### src/rtl/core/etnm_pkg.sv
// Package: shared types and constants for the extent table block.
package etnm_pkg;

    localparam int unsigned SLOTS_DEFAULT = 16;
    localparam logic [4:0]  DROP_MAX      = 5'd31;

    typedef enum logic [1:0] {
        FUNC_QUERY = 2'd0,
        FUNC_STAGE = 2'd1,
        FUNC_MERGE = 2'd2,
        FUNC_WRITE = 2'd3
    } t_func;

    typedef struct packed {
        logic [1:0]  func;
        logic [3:0]  slot;
        logic [31:0] start_block;
        logic [31:0] block_count;
        logic [31:0] current_block;
    } t_in_item;

    typedef struct packed {
        logic [31:0] next_block;
        logic        has_next;
        logic [4:0]  dropped_extents;
    } t_out_item;

    // Datapath command codes.
    typedef enum logic [2:0] {
        OP_NONE   = 3'd0,
        OP_QUERY  = 3'd1,
        OP_ABSORB = 3'd2,
        OP_PLACE  = 3'd3,
        OP_CLEAR  = 3'd4,
        OP_LOAD   = 3'd5
    } t_op;

    // Controller to datapath.
    typedef struct packed {
        t_op        op;
        logic [5:0] i;
        logic [5:0] j;
        logic       first;
    } t_cmd;

    // Datapath to controller.
    typedef struct packed {
        logic hit_stop;
        logic placed;
    } t_status;

endpackage

### src/rtl/core/extent_table_next_and_merge.sv
// Top level: extent table with successor query and staged merge.
// A write or stage lands when the item is loaded; a query compares one slot per cycle.
// A merge runs an absorb pass that compares one file and one staged slot per cycle, then
// a placement pass that walks file slots for each staged extent until it finds an empty
// one, flagging a drop if it finds none; empty or absorbed staged extents are skipped.
// One item is in work at a time; the result is held in a register until transferred.
module extent_table_next_and_merge #(
    parameter int unsigned SLOTS = etnm_pkg::SLOTS_DEFAULT
) (
    input  logic                i_clk,
    input  logic                i_rst_n,
    input  logic                i_valid,
    output logic                o_ready,
    input  etnm_pkg::t_in_item  i_data,
    output logic                o_valid,
    input  logic                i_ready,
    output etnm_pkg::t_out_item o_data
);

    etnm_pkg::t_cmd    w_cmd;
    etnm_pkg::t_status w_status;
    etnm_pkg::t_out_item w_res;

    etnm_ctrl #(.SLOTS(SLOTS)) u_ctrl (
        .i_clk, .i_rst_n, .i_valid, .o_ready, .i_func(i_data.func),
        .i_out_ready(i_ready), .o_out_valid(o_valid),
        .i_status(w_status), .o_cmd(w_cmd)
    );

    etnm_datapath #(.SLOTS(SLOTS)) u_dp (
        .i_clk, .i_rst_n, .i_item(i_data), .i_cmd(w_cmd),
        .o_status(w_status), .o_result(w_res)
    );

    assign o_data = w_res;

endmodule

### src/rtl/core/etnm_datapath.sv
// Datapath: extent tables, scan compare logic and result registers.
module etnm_datapath #(
    parameter int unsigned SLOTS = etnm_pkg::SLOTS_DEFAULT,
    parameter int unsigned IW    = (SLOTS > 1) ? $clog2(SLOTS) : 1
) (
    input  logic                i_clk,
    input  logic                i_rst_n,
    input  etnm_pkg::t_in_item  i_item,
    input  etnm_pkg::t_cmd      i_cmd,
    output etnm_pkg::t_status   o_status,
    output etnm_pkg::t_out_item o_result
);

    logic [31:0] r_fs [SLOTS];
    logic [31:0] r_fl [SLOTS];
    logic [31:0] r_ss [SLOTS];
    logic [31:0] r_sl [SLOTS];
    logic [SLOTS-1:0] r_used;
    logic [32:0] r_after;
    logic [31:0] r_cur;
    logic [4:0]  r_lost;
    logic [31:0] r_ans;
    logic        r_found;
    logic        r_stop;

    logic [IW-1:0] w_i, w_j, w_slot;
    logic [32:0] w_end, w_sum, w_after;
    logic        w_match, w_inc, w_succ, w_cand, w_absorb;
    logic [31:0] w_sat;

    assign w_i    = i_cmd.i[IW-1:0];
    assign w_j    = i_cmd.j[IW-1:0];
    assign w_slot = IW'(i_item.slot);

    // Query compare for slot i.
    assign w_end   = {1'b0, r_fs[w_i]} + {1'b0, r_fl[w_i]};
    assign w_match = (r_fs[w_i] != 32'd0) && (r_cur >= r_fs[w_i]) && ({1'b0, r_cur} < w_end);
    assign w_inc   = (r_cur != 32'hFFFF_FFFF) && (({1'b0, r_cur} + 33'd1) < w_end);
    assign w_succ  = (i_cmd.i < 6'(SLOTS - 1)) && (r_fs[(w_i + IW'(1))] != 32'd0);

    // Staged extent j still waits for a home: not empty and not absorbed.
    assign w_cand = (r_ss[w_j] != 32'd0) && !r_used[w_j];

    // Absorb against the extent end taken at j == 0, before any growth in this pass.
    assign w_after  = i_cmd.first ? w_end : r_after;
    assign w_absorb = (r_fs[w_i] != 32'd0) && w_cand && ({1'b0, r_ss[w_j]} == w_after);

    // Absorb adder with saturation.
    assign w_sum = {1'b0, r_fl[w_i]} + {1'b0, r_sl[w_j]};
    assign w_sat = w_sum[32] ? 32'hFFFF_FFFF : w_sum[31:0];

    assign o_status.hit_stop = r_stop;
    assign o_status.placed   = !w_cand || (r_fs[w_i] == 32'd0);

    always_ff @(posedge i_clk) begin
        if (!i_rst_n) begin
            for (int k = 0; k < SLOTS; k++) begin
                r_fs[k] <= '0;
                r_fl[k] <= '0;
                r_ss[k] <= '0;
                r_sl[k] <= '0;
            end
            r_used  <= '0;
            r_stop  <= 1'b0;
            r_found <= 1'b0;
            r_ans   <= '0;
            r_lost  <= '0;
        end else begin
            unique case (i_cmd.op)
                etnm_pkg::OP_LOAD: begin
                    // Latch operands; stage and write land here directly.
                    r_cur   <= i_item.current_block;
                    r_ans   <= '0;
                    r_found <= 1'b0;
                    r_stop  <= 1'b0;
                    r_lost  <= '0;
                    if ({3'b0, i_item.slot} < 7'(SLOTS)) begin
                        if (i_item.func == etnm_pkg::FUNC_STAGE) begin
                            r_ss[w_slot]   <= i_item.start_block;
                            r_sl[w_slot]   <= i_item.block_count;
                            r_used[w_slot] <= 1'b0;
                        end else if (i_item.func == etnm_pkg::FUNC_WRITE) begin
                            r_fs[w_slot] <= i_item.start_block;
                            r_fl[w_slot] <= i_item.block_count;
                        end
                    end
                end
                etnm_pkg::OP_QUERY: begin
                    if (!r_stop && w_match) begin
                        if (w_inc) begin
                            r_ans   <= r_cur + 32'd1;
                            r_found <= 1'b1;
                            r_stop  <= 1'b1;
                        end else if (w_succ) begin
                            r_ans   <= r_fs[(w_i + IW'(1))];
                            r_found <= 1'b1;
                        end
                    end
                end
                etnm_pkg::OP_ABSORB: begin
                    // Snapshot end from the pre-pass length at j == 0.
                    if (i_cmd.first) r_after <= w_end;
                    if (w_absorb) begin
                        r_fl[w_i]   <= w_sat;
                        r_used[w_j] <= 1'b1;
                    end
                end
                etnm_pkg::OP_PLACE: begin
                    // First empty slot takes staged extent j; first flags a drop.
                    if (i_cmd.first) begin
                        if (r_lost != etnm_pkg::DROP_MAX) r_lost <= r_lost + 5'd1;
                    end else if (w_cand && r_fs[w_i] == 32'd0) begin
                        r_fs[w_i] <= r_ss[w_j];
                        r_fl[w_i] <= r_sl[w_j];
                    end
                end
                etnm_pkg::OP_CLEAR: begin
                    for (int k = 0; k < SLOTS; k++) begin
                        r_ss[k] <= '0;
                        r_sl[k] <= '0;
                    end
                    r_used <= '0;
                end
                default: begin
                end
            endcase
        end
    end

    assign o_result.next_block      = r_ans;
    assign o_result.has_next        = r_found;
    assign o_result.dropped_extents = r_lost;

endmodule

### src/rtl/core/etnm_ctrl.sv
// Controller: sequences query scans and the two merge passes.
module etnm_ctrl #(
    parameter int unsigned SLOTS = etnm_pkg::SLOTS_DEFAULT
) (
    input  logic               i_clk,
    input  logic               i_rst_n,
    input  logic               i_valid,
    output logic               o_ready,
    input  logic [1:0]         i_func,
    input  logic               i_out_ready,
    output logic               o_out_valid,
    input  etnm_pkg::t_status  i_status,
    output etnm_pkg::t_cmd     o_cmd
);

    typedef enum logic [2:0] {S_IDLE, S_QUERY, S_ABSORB, S_PICK, S_PLACE, S_CLEAR, S_DONE}
        t_state;

    t_state     r_state;
    logic [5:0] r_i, r_j;
    logic       r_out_valid;

    localparam logic [5:0] LAST = 6'(SLOTS - 1);

    assign o_ready     = (r_state == S_IDLE) && !r_out_valid;
    assign o_out_valid = r_out_valid;

    // Decode command from state.
    always_comb begin
        o_cmd.i     = r_i;
        o_cmd.j     = r_j;
        o_cmd.first = 1'b0;
        o_cmd.op    = etnm_pkg::OP_NONE;
        unique case (r_state)
            S_IDLE:   o_cmd.op = (i_valid && o_ready) ? etnm_pkg::OP_LOAD : etnm_pkg::OP_NONE;
            S_QUERY:  o_cmd.op = etnm_pkg::OP_QUERY;
            S_ABSORB: begin
                o_cmd.op    = etnm_pkg::OP_ABSORB;
                o_cmd.first = (r_j == 6'd0);
            end
            S_PICK:   o_cmd.op = etnm_pkg::OP_NONE;
            S_PLACE:  begin
                o_cmd.op    = etnm_pkg::OP_PLACE;
                o_cmd.first = 1'b0;
            end
            S_CLEAR:  o_cmd.op = etnm_pkg::OP_CLEAR;
            S_DONE:   begin
                o_cmd.op    = etnm_pkg::OP_PLACE;
                o_cmd.first = 1'b1;
            end
            default:  o_cmd.op = etnm_pkg::OP_NONE;
        endcase
    end

    // Candidacy is checked by the datapath; absorb walks j per i, placement i per j.
    always_ff @(posedge i_clk) begin
        if (!i_rst_n) begin
            r_state     <= S_IDLE;
            r_i         <= '0;
            r_j         <= '0;
            r_out_valid <= 1'b0;
        end else begin
            if (r_out_valid && i_out_ready) r_out_valid <= 1'b0;
            unique case (r_state)
                S_IDLE: begin
                    if (i_valid && o_ready) begin
                        r_i <= '0;
                        r_j <= '0;
                        priority case (i_func)
                            etnm_pkg::FUNC_QUERY: r_state <= S_QUERY;
                            etnm_pkg::FUNC_MERGE: r_state <= S_ABSORB;
                            default:              r_out_valid <= 1'b1;
                        endcase
                    end
                end
                S_QUERY: begin
                    if (r_i == LAST) begin
                        r_state     <= S_IDLE;
                        r_out_valid <= 1'b1;
                    end else begin
                        r_i <= r_i + 6'd1;
                    end
                end
                S_ABSORB: begin
                    if (r_j == LAST) begin
                        r_j <= '0;
                        if (r_i == LAST) begin
                            r_i     <= '0;
                            r_state <= S_PICK;
                        end else begin
                            r_i <= r_i + 6'd1;
                        end
                    end else begin
                        r_j <= r_j + 6'd1;
                    end
                end
                S_PICK: begin
                    // Candidate check happens in S_PLACE through placed status.
                    r_i     <= '0;
                    r_state <= S_PLACE;
                end
                S_PLACE: begin
                    if (!i_status.hit_stop && i_status.placed) begin
                        r_i <= '0;
                        if (r_j == LAST) r_state <= S_CLEAR;
                        else begin
                            r_j     <= r_j + 6'd1;
                            r_state <= S_PICK;
                        end
                    end else if (r_i == LAST) begin
                        r_state <= S_DONE;
                    end else begin
                        r_i <= r_i + 6'd1;
                    end
                end
                S_DONE: begin
                    r_i <= '0;
                    if (r_j == LAST) r_state <= S_CLEAR;
                    else begin
                        r_j     <= r_j + 6'd1;
                        r_state <= S_PICK;
                    end
                end
                S_CLEAR: begin
                    r_state     <= S_IDLE;
                    r_out_valid <= 1'b1;
                end
                default: r_state <= S_IDLE;
            endcase
        end
    end

    assert property (@(posedge i_clk) disable iff (!i_rst_n)
        (r_state != S_IDLE) |-> !o_ready)
        else $error("ready while busy");
    assert property (@(posedge i_clk) disable iff (!i_rst_n)
        (r_state == S_CLEAR) |=> r_out_valid)
        else $error("merge end without result");
    assert property (@(posedge i_clk) disable iff (!i_rst_n)
        (r_state == S_QUERY && r_i == LAST) |=> (r_state == S_IDLE))
        else $error("query scan overrun");

endmodule

### config.mk
export PLATFORM = sky130hd
export DESIGN_NAME = extent_table_next_and_merge
export DESIGN_NICKNAME = d
export VERILOG_FILES = /design/src/rtl/core/etnm_pkg.sv /design/src/rtl/core/extent_table_next_and_merge.sv /design/src/rtl/core/etnm_datapath.sv /design/src/rtl/core/etnm_ctrl.sv
export SDC_FILE = /design/constraint.sdc
export NUM_CORES = 2
export LEC_CHECK = 0
export BUFFER_PORTS_ARGS = -buffer_cell sky130_fd_sc_hd__buf_2
export CAP_MARGIN = 20
export CORE_MARGIN = 5
export CORE_UTILIZATION = 60
export DETAILED_ROUTE_END_ITERATION = 10
export PLACE_DENSITY = 0.76
export SLEW_MARGIN = 20
export SYNTH_ARGS = -nofsm -noshare
export SYNTH_HDL_FRONTEND = slang
export SYNTH_SLANG_ARGS = --single-unit
### constraint.sdc
create_clock -name i_clk -period 13.2 [get_ports i_clk]
set_input_delay 1.98 -clock i_clk [delete_from_list [all_inputs] [get_ports i_clk]]
set_output_delay 1.98 -clock i_clk [all_outputs]
set_load 0.05 [all_outputs]
==> results.md <==
- CP endpoint kind: flop
- Mapped Nets: 7974
- Core area: 180900 sq um
- Setup slack, reg-to-reg: 3.05 ns
- RePlAce Congestion: 0.9885
- Grt ovf: 0
- Die X: 436.9 microns
- Clock root cell: clkbuf_16
- DP HPWL: 213300 microns
- Initial DRC Count: 12.71k
- Sequential share of power: 47.3%
- Met3 WL post-DR: 49940 microns
- Combinational power share: 16.4%
- Max-slew violation count: 0
- Cell Rows: 156
- Total Routing Usage GR: 36.81%
- Static Leak: 42.13 nW
- Tcrit/Tclk final: 76.87%
- Antenna violations before repair: 32
- Die Y: 436.9 microns
- Post-synthesis compound-gate area fraction: 4.243%
- Pwr dens: 143.7 nW/um^2
- Crit-path max cell delay: 1.08 ns
- NetSw: 4.717 mW
- Final nets: 7919
- CTS max path bufs: 3
- Synth Area in Adders: 1.959%
- CP most frequent cell: a21o_1
- Critical path arrival: 10.95 ns
- Worst hold path type: reg2reg
- Num CTS Buffers: 216
- Slew @ Worst Pin: 1.147 ns
- Share of cells above drive strength 1: 20.67%
- Worst-path cell with the longest stage delay: a21boi_4
- DP Area: 112400 sq um
- CP max FO: 65
- Cell area after synthesis: 109300 sq um
- Slew HR: 23.51%
- Largest net degree at the start of global routing: 132
- CTS tree: done
- Switch share: 27.47%
- # resized after CTS: 0
- Layout area overhead: 9.331%
- Max-Cap Viols: 0
- Layout Cells excl Fill: 10.22k
- Port bufs: 145
- Highest clock rate: 0.09855 GHz
- Post-DRT Antenna Nets: 0
- Top Ports: 146
- Cts hold-fix bufs: 0
- Clk_lat worst skew: 0.89 ns
- Top_reg_cell synth: edfxtp_1
- XOR/XNOR Fraction of Synth Area: 1.070%
- Main combinational cell family by area after synthesis: multiplexers
- Peak supply drop: 154.0 uV
- Sequential fraction of the synthesis area: 59.47%
- H-tree levels: 4
- Status: finished, final reports clean
- Clock share of power: 36.3%
- Routed vias/inst: 7.069
- Shortest period the worst path allows: 10.15 ns
- M1 WL: 120200 microns
- TritonRoute pass-1 iters: 8
- Seq cells post-synth: 2192
- Total power: 17.17 mW
- Clk_skew: 0.04727 ns
- Pint: 12.46 mW
- Synth warn: 0
- Wire length per cell: 34.66 microns
- Clock Pin Slew Worst Setup and Hold Paths: 0.06 ns
- Syn Area/Cell: 14.20 sq um
- Via Count: 72.26k
- Final Cell Area: 119600 sq um
- First-pass GRT wire length: 504700 microns
- Post-Synth Simple-Gate Area: 13.53%
- Post-synth EDFFs: 2113
- CP required: 14.00 ns
- Setup Viol. Count Final: 0
- Setup Fix Bufs, Post-CTS: 0
- WL final: 354300 microns
- Fraction of registers with async set/reset: 0%
- Syn Inst Count: 7698
- Metal2 WL: 161300 microns
- Mux contribution to synthesized area: 16.80%
- Final TNS setup: 0 ns
- Die ar.: 190900 sq um
- RSZ-0062 raised after global routing: false
- Clock sinks: 2192
- CP Class: reg2reg
- DR DRC count: 0
- Vias in the first global route: 71.53k
- Final hold viol count: 0
- Netlist cell types: 104
- Cells after DPL: 9793
- Initial Utilization: 60.43%
- Startpoint Class: flop
- DR top layer: met5
[metrics by stage]
step	hold WS, ns	utilization (%)	setup slack [ns]
floorplan	0.4380	-	4.667
global placement	0.4468	62.07	3.063
detailed placement	0.4490	62.10	3.057
CTS	0.4596	66.01	3.024
global route	0.4854	66.06	2.506
finish	0.4588	66.07	3.053
[power groups by stage]
| stage | clock, mW | sequential, mW | combinational (mW) |
|---|---|---|---|
| 3_5_place_dp | 0 | 8.26 | 2.72 |
| 4_1_cts | 6.25 | 8.12 | 2.73 |
| 2_1_floorplan | 0 | 8.19 | 1.84 |
| 5_1_grt | 6.55 | 8.13 | 2.95 |
| 6_report | 6.24 | 8.12 | 2.82 |
| 3_3_place_gp | 0 | 8.25 | 2.68 |
[layout by cell type, fill, tap and decap left out, types with 72 or more instances in the layout]
cell       instances
nand2_1          254
nor2_1          1143
nand3_1          117
and2_1          1032
edfxtp_1        2113
clkbuf_16        218
buf_2            144
o21ai_0          101
mux4_2           745
a21oi_1          176
ha_1             167
buf_4            190
nor3_1            74
inv_1             72
[state kept, by name, indices dropped and copies added, names as in the netlist, 3 cells and up, named ones only]
name,cells
u_ctrl.r_i,6
u_ctrl.r_j,6
u_ctrl.r_state,3
u_dp.r_after,33
u_dp.r_ans,32
u_dp.r_cur,32
u_dp.r_fl,512
u_dp.r_fs,512
u_dp.r_lost,5
u_dp.r_sl,512
u_dp.r_ss,512
u_dp.r_used,16
[synthesized netlist by cell type (35+ instances only)]
| cell type | count | share of area [%] |
|---|---|---|
| nor4_1 | 46 | 0.26 |
| nand2_1 | 302 | 1.0 |
| inv_1 | 72 | 0.25 |
| nor2_1 | 1162 | 4.0 |
| mux4_2 | 745 | 15 |
| xnor2_1 | 61 | 0.49 |
| and3_1 | 35 | 0.20 |
| buf_6 | 36 | 0.37 |
| edfxtp_1 | 2113 | 58 |
| a31oi_1 | 49 | 0.28 |
| and2_1 | 1031 | 5.9 |
| buf_1 | 49 | 0.17 |
| buf_2 | 125 | 0.57 |
| mux2i_1 | 72 | 0.66 |
| a21oi_1 | 177 | 0.81 |
| clkbuf_1 | 371 | 1.3 |
| xor2_1 | 70 | 0.56 |
| o21ai_0 | 117 | 0.54 |
| ha_1 | 168 | 1.9 |
| nand3_1 | 117 | 0.54 |
| nand4_1 | 37 | 0.21 |
| a22oi_1 | 53 | 0.36 |
| dfxtp_1 | 79 | 1.4 |
| nor3_1 | 74 | 0.34 |
| a21o_1 | 49 | 0.34 |
[layout make-up]
| type | instances | area (sq um) |
|---|---|---|
| Timing Repair Buffer | 344 | 2365 |
| Clock buffer | 269 | 5697 |
| Clock inverter | 137 | 1390 |
| Sequential cell | 2192 | 65070 |
| Antenna cell | 20 | 50.05 |
| Tap cell | 2370 | 2965 |
| Fill cell | 12262 | 61390 |
| Inverter | 75 | 286.5 |
| Multi-Input combinational cell | 4814 | 41730 |
[logic make-up (layout without fill, tap and decap cells)]
group | count (synthesis) | in the layout
AOI/OAI and AO/OA | 684 | 684
xor gates and xnor gates | 132 | 132
adders and majority gates | 170 | 170
buffers and inverters | 692 | 825
DFF | 2192 | 2192
muxes | 856 | 856
other | 0 | 20
and+or+nand+nor | 2972 | 2972
[routing by layer]
metal / GRT usage, % / up-vias
li1: - / 28909
met4: 19.55 / 18
met2: 56.18 / 6013
met3: 10.31 / 1178
met1: 48.66 / 36137
met5: 0 / -
[worst max-delay path, delay by kind of cell (launching register included)]
kind                     cells  cell delay, ns
AO/OA/AOI/OAI               13            4.23
XOR/XNOR                     1            0.33
adder cells (fa/ha/maj)      2            0.83
buffers and inverters        3            0.86
flip-flops                   1            0.58
multiplexers                 3            1.46
AND/OR/NAND/NOR              4            1.66
[worst paths after layout]
check,from,endpoint,cells after the start
hold / removal,u_dp.r_ans[31]$_SDFFE_PN0P_,u_dp.r_ans[31]$_SDFFE_PN0P_,2
hold reg to reg,u_dp.r_ans[31]$_SDFFE_PN0P_,u_dp.r_ans[31]$_SDFFE_PN0P_,2
setup / recovery,flop,u_dp.r_ans[27]$_SDFFE_PN0P_,26
setup reg to reg,flop,u_dp.r_ans[27]$_SDFFE_PN0P_,26
(Power assumes the default switching activity.)
